<file path="src/sv/wss_pkg.sv">
// shared types, constants and codes for the windowed sample statistics block
package wss_pkg;

    localparam int WSS_SAMPLE_BITS = 32;
    localparam int CFG_DATA_BITS   = 16;

    localparam logic [15:0] BUCKET_LEN_RESET = 16'd1440;

    // register indexes on the configuration port
    localparam logic REG_BUCKET_LEN   = 1'b0;
    localparam logic REG_COUNTER_MODE = 1'b1;

    // operations of the shared arithmetic unit
    localparam logic OP_DIV = 1'b0;
    localparam logic OP_MUL = 1'b1;

    typedef struct packed {
        logic signed [31:0] sample;
        logic               end_of_range;
    } item_t;

    typedef struct packed {
        logic signed [31:0] mean_value;
        logic signed [31:0] min_value;
        logic signed [31:0] max_value;
        logic signed [63:0] spread;
        logic               range_done;
    } result_t;

    // sequencer to accumulator
    typedef struct packed {
        logic take;
        logic square;
        logic accumulate;
        logic clear;
    } acc_ctrl_t;

    // accumulator to sequencer
    typedef struct packed {
        logic [63:0]        sum;
        logic [63:0]        sum_sq;
        logic signed [31:0] min_value;
        logic signed [31:0] max_value;
        logic [15:0]        count;
        logic               last;
        logic               close;
    } acc_stat_t;

    // sequencer to shared arithmetic unit
    typedef struct packed {
        logic        start;
        logic        op;
        logic [63:0] x;
        logic [63:0] y;
    } unit_req_t;

    typedef struct packed {
        logic        done;
        logic [63:0] result;
    } unit_rsp_t;

endpackage

</file>
<file path="src/sv/wss_arith.sv">
// shared 64-bit add/subtract unit sequenced as a shift-add multiplier or restoring divider
module wss_arith
    import wss_pkg::*;
(
    input  logic      clk,
    input  logic      rst_n,
    input  unit_req_t req,
    output unit_rsp_t rsp
);

    localparam int DIV_STEPS = 64;
    localparam int MUL_STEPS = 32;
    localparam int CNT_W     = $clog2(DIV_STEPS);

    localparam logic [1:0] U_IDLE = 2'd0;
    localparam logic [1:0] U_PREP = 2'd1;
    localparam logic [1:0] U_RUN  = 2'd2;
    localparam logic [1:0] U_FIX  = 2'd3;

    logic [1:0]       state_reg;
    logic [CNT_W-1:0] cnt_reg;
    logic             done_reg;
    logic             op_reg;
    logic             neg_reg;
    logic [63:0]      x_reg;
    logic [63:0]      y_reg;
    logic [63:0]      acc_reg;
    logic [63:0]      res_reg;

    logic [63:0] add_a;
    logic [63:0] add_b;
    logic        add_sub;
    logic [64:0] add_out;
    logic        carry;
    logic [63:0] rem_sh;
    logic        last_step;

    assign rem_sh    = {acc_reg[62:0], x_reg[63]};
    assign last_step = (op_reg == OP_DIV) ? (cnt_reg == CNT_W'(DIV_STEPS - 1))
                                          : (cnt_reg == CNT_W'(MUL_STEPS - 1));

    always_comb
    begin
        add_a   = acc_reg;
        add_b   = y_reg;
        add_sub = 1'b0;
        case (state_reg)
            U_PREP:
            begin
                add_a   = '0;
                add_b   = x_reg;
                add_sub = 1'b1;
            end
            U_RUN:
            begin
                if (op_reg == OP_DIV)
                begin
                    add_a   = rem_sh;
                    add_sub = 1'b1;
                end
            end
            U_FIX:
            begin
                add_a   = '0;
                add_b   = (op_reg == OP_DIV) ? x_reg : acc_reg;
                add_sub = 1'b1;
            end
            default:
            begin
                add_a = acc_reg;
            end
        endcase
    end

    assign add_out = {1'b0, add_a} + {1'b0, add_b ^ {64{add_sub}}} + 65'(add_sub);
    // no borrow on a subtract
    assign carry   = add_out[64];

    always_ff @(posedge clk)
    begin
        case (state_reg)
            U_IDLE:
            begin
                if (req.start)
                begin
                    op_reg  <= req.op;
                    neg_reg <= req.x[63];
                    x_reg   <= req.x;
                    y_reg   <= req.y;
                    acc_reg <= '0;
                end
            end
            U_PREP:
            begin
                if (neg_reg)
                begin
                    x_reg <= add_out[63:0];
                end
            end
            U_RUN:
            begin
                if (op_reg == OP_DIV)
                begin
                    x_reg   <= {x_reg[62:0], carry};
                    acc_reg <= carry ? add_out[63:0] : rem_sh;
                end
                else
                begin
                    if (x_reg[0])
                    begin
                        acc_reg <= add_out[63:0];
                    end
                    x_reg <= {1'b0, x_reg[63:1]};
                    y_reg <= {y_reg[62:0], 1'b0};
                end
            end
            U_FIX:
            begin
                res_reg <= neg_reg ? add_out[63:0] : ((op_reg == OP_DIV) ? x_reg : acc_reg);
            end
            default:
            begin
                res_reg <= res_reg;
            end
        endcase
    end

    always_ff @(posedge clk or negedge rst_n)
    begin
        if (!rst_n)
        begin
            state_reg <= U_IDLE;
            cnt_reg   <= '0;
            done_reg  <= 1'b0;
        end
        else
        begin
            done_reg <= 1'b0;
            case (state_reg)
                U_IDLE:
                begin
                    cnt_reg <= '0;
                    if (req.start)
                    begin
                        state_reg <= U_PREP;
                    end
                end
                U_PREP:
                begin
                    state_reg <= U_RUN;
                end
                U_RUN:
                begin
                    cnt_reg <= cnt_reg + CNT_W'(1);
                    if (last_step)
                    begin
                        state_reg <= U_FIX;
                    end
                end
                U_FIX:
                begin
                    done_reg  <= 1'b1;
                    state_reg <= U_IDLE;
                end
                default:
                begin
                    state_reg <= U_IDLE;
                end
            endcase
        end
    end

    assign rsp.done   = done_reg;
    assign rsp.result = res_reg;

    a_start_when_idle: assert property (@(posedge clk) disable iff (!rst_n)
        req.start |-> state_reg == U_IDLE)
        else $error("arith unit started while busy");

    a_done_after_fix: assert property (@(posedge clk) disable iff (!rst_n)
        done_reg |-> $past(state_reg) == U_FIX && state_reg == U_IDLE)
        else $error("arith done without a fix step");

    a_mul_step_bound: assert property (@(posedge clk) disable iff (!rst_n)
        (state_reg == U_RUN && op_reg == OP_MUL) |-> cnt_reg < CNT_W'(MUL_STEPS))
        else $error("multiply ran past its step count");

endmodule

</file>
<file path="config.mk">
export PLATFORM = sky130hd
export DESIGN_NAME = wss_arith
export DESIGN_NICKNAME = d
export VERILOG_FILES = /design/src/sv/wss_pkg.sv /design/src/sv/wss_arith.sv
export SDC_FILE = /design/constraint.sdc
export NUM_CORES = 1
export LEC_CHECK = 0
export BUFFER_PORTS_ARGS = -buffer_cell sky130_fd_sc_hd__buf_2
export CORE_MARGIN = 2
export CORE_UTILIZATION = 52
export CTS_CLUSTER_DIAMETER = 40
export CTS_CLUSTER_SIZE = 14
export DETAILED_ROUTE_END_ITERATION = 10
export PLACE_DENSITY_LB_ADDON = 0.05
export SLEW_MARGIN = 20
export SYNTH_ARGS = -nofsm -noshare
export SYNTH_HDL_FRONTEND = slang
export SYNTH_SLANG_ARGS = --single-unit
</file>
<file path="constraint.sdc">
create_clock -name clk -period 7.6 [get_ports clk]
set_input_delay 0.38 -clock clk [delete_from_list [all_inputs] [get_ports clk]]
set_output_delay 0.38 -clock clk [all_outputs]
set_load 0.005 [all_outputs]
</file>
==> metrics.txt <==
outcome finished, final reports clean; Via density 6.20; core area 37400 um2; CTS Hold Bufs 2; CP endpoint kind flip-flop; number of synthesized flops with an enable pin 258; largest net degree at the start of global routing 145; Post CTS Setup Buffer Count 0; DPL Wire Length 43000 um; hold wc startpoint req[127]; first-pass GRT wire length 96700 um; # nets final 2459; Net Count, Synth 2331; final worst slack 1.51 ns; Startpoint Class flip-flop; post-synth top area share 39.6%; Clock Path Buffers 3; largest area contributor in the netlist edfxtp_1; Setup-failing EPs final 0; PortBufs 196; Clk pin slew, worst setup/hold paths 0.05 ns; Synth Flop Type edfxtp_1; ANT cells 0; DR top layer met4; period utilisation layout 80.2%; fraction of layout instances using a drive strength above 1 19.7%; worst slew pin tran 1.12 ns; WP data arrival 6.42 ns; die area 39200 um2; R2R setup slack 1.51 ns; final wirelength 62200 um; area growth from synthesis to layout 15.5%; Met3 Wirelength 4250 um; routed wl met2 28400 um; Post-synth top cells nand2_1 (387), edfxtp_1 (258), nor2_1 (202); Hold Path Depth 1; worst-path cell chain inv_1, ha_1, nor2_4, buf_4, o21ai_0, xnor2_1, ha_1, a21oi_1, nand2_1, a211o_1, o21ai_0, a21oi_1, o21ai_0, o21ai_4, buf_12, and3_1, o21a_1; # rows 71; Critical Path Max Stage Delay 0.65 ns; CP Max Fanout 72; slowest CP cell o21ai_0; Initial Util 52.3%; post-DR wirelength/cell 22.2 um; DRT iter0 DRCs 1454; Reg2Reg Launch Point state_reg[1]$_DFFE_PN0P_; crit-path most repeated cell o21ai_0; Yosys warnings 0; clk_lat worst skew 0.59 ns; CTS tree yes; Cell Count, Final, Fillers Out 2805; H-Tree Depth 2; FFs w/ async S/R, synth 3.37%; Netlist cell types 69; FMAX 164 MHz; Num CTS Buffers 48; post-synthesis sequential area ratio 40.7%; Yosys reg bits 267; Worst Hold End neg_reg$_DFFE_PP_; Fin Clk Skew 0.0254 ns; min cycle time layout 6.09 ns; Ports 197; antenna-violating nets left 0; Worst Setup Path Type reg -> reg; aggregate global routing overflow 0; min-delay worst type in -> reg; vias in the first global route 17244; Final Hold Fails 0; most frequent cell after synthesis nand2_1; Slew Viols, Final 0; average cell area after synthesis 9.20 um2; initial antenna violation count 1; Buf/Inv on CP 3; Total GRT Usage 31.5%; drt pass-1 iters 5; RePlAce Congestion 0.910; die width 198 um; Die Span Y 198 um; Top delay family on crit path compound AO/OA/AOI/OAI gates; clock sink total 267; WP data required 7.92 ns; Placement Setup Slack 1.63 ns; Metal-1 WL 28100 um; MaxCap Viol Count 0; Area contributors post-synth edfxtp_1 (40%), nand2_1 (7.4%), mux2_2 (6.8%), ha_1 (4.5%), xnor2_1 (4.4%); gate count after technology mapping 2127; post-route DRC violation count 0; RSZ-0062 raised after global routing no; CTS resizes 0; r2r worst-path depth 17; dpl cells 2714; Slew headroom 25.4%; Clk Tree Root Cell clkbuf_16; TNS Setup 0 ns; Mapped Area 19600 um2; FF-to-FF End acc_reg[58]$_SDFFCE_PP0P_; Vias 17393
per-stage QoR:
| stage | hold slack, ns | area [um2] | utilization, % |
|---|---|---|---|
| 6_report | 0.0490 | 22600 | 60.4 |
| 5_1_grt | 0.0378 | 22600 | 60.4 |
| 4_1_cts | 0.0205 | 22600 | 60.4 |
| 3_5_place_dp | 0.244 | 21000 | 56.1 |
| 3_3_place_gp | 0.242 | 21000 | 56.1 |
| 2_1_floorplan | 0.0844 | 19600 | - |
cell type report:
class	count	area (um2)
clock buffers	54	1230
repair buffers	229	1260
well taps	511	639
inverters	25	93.8
clock inverters	35	385
fillers	3282	14800
flip-flops and latches	267	7970
multi-input cells	1684	11000
logic make-up (layout without fill, tap and decap cells):
logic type / Yosys count / after routing / synth area share, %
buf+inv: 176 / 343 / 3.51
compound gates: 604 / 604 / 20.8
mux: 180 / 180 / 9.98
xor+xnor: 124 / 124 / 5.55
simple gates: 704 / 704 / 14.8
flops: 267 / 267 / 40.7
fa+ha+maj: 72 / 72 / 4.64
worst max-delay path by stage:
stage                              from                        end  cells past startpoint
5_1_grt        state_reg[1]$_DFFE_PN0P_  acc_reg[58]$_SDFFCE_PP0P_                     17
2_1_floorplan  state_reg[0]$_DFFE_PN0P_         x_reg[0]$_DFFE_PP_                      2
6_report       state_reg[1]$_DFFE_PN0P_  acc_reg[58]$_SDFFCE_PP0P_                     17
3_3_place_gp   state_reg[1]$_DFFE_PN0P_  acc_reg[58]$_SDFFCE_PP0P_                     17
3_5_place_dp   state_reg[1]$_DFFE_PN0P_  acc_reg[58]$_SDFFCE_PP0P_                     17
4_1_cts        state_reg[1]$_DFFE_PN0P_  acc_reg[58]$_SDFFCE_PP0P_                     17
cells in the final DEF, fill, tap and decap left out, drive strengths merged, types with 10 or more instances in the layout:
cell    netlist  routed
a211oi       17      17
a21o         52      52
a21oi       128     128
a221oi       27      27
a22o         56      56
a22oi        77      77
a31oi        13      13
and3         10      10
buf          38     227
clkbuf      113      54
clkinv        2      12
edfxtp      258     258
ha           71      71
inv          23      35
mux2        118     118
mux2i        62      62
nand2       387     387
nand3        28      28
nand4        17      17
nor2        202     202
nor2b        12      12
nor3         16      16
o21a         14      14
o21ai       134     134
o21bai       10      10
o22ai        16      16
xnor2        99      99
xor2         25      25
routing by layer:
metal / vias up / track usage [%]
met5: - / 0
li1: 8111 / -
met1: 8473 / 43.8
met4: 0 / 9.66
met3: 104 / 5.13
met2: 705 / 50.6
Power is left out: the tool's default activity adds up to more than one toggle a clock period on the data nets, which glitch-free logic cannot reach.
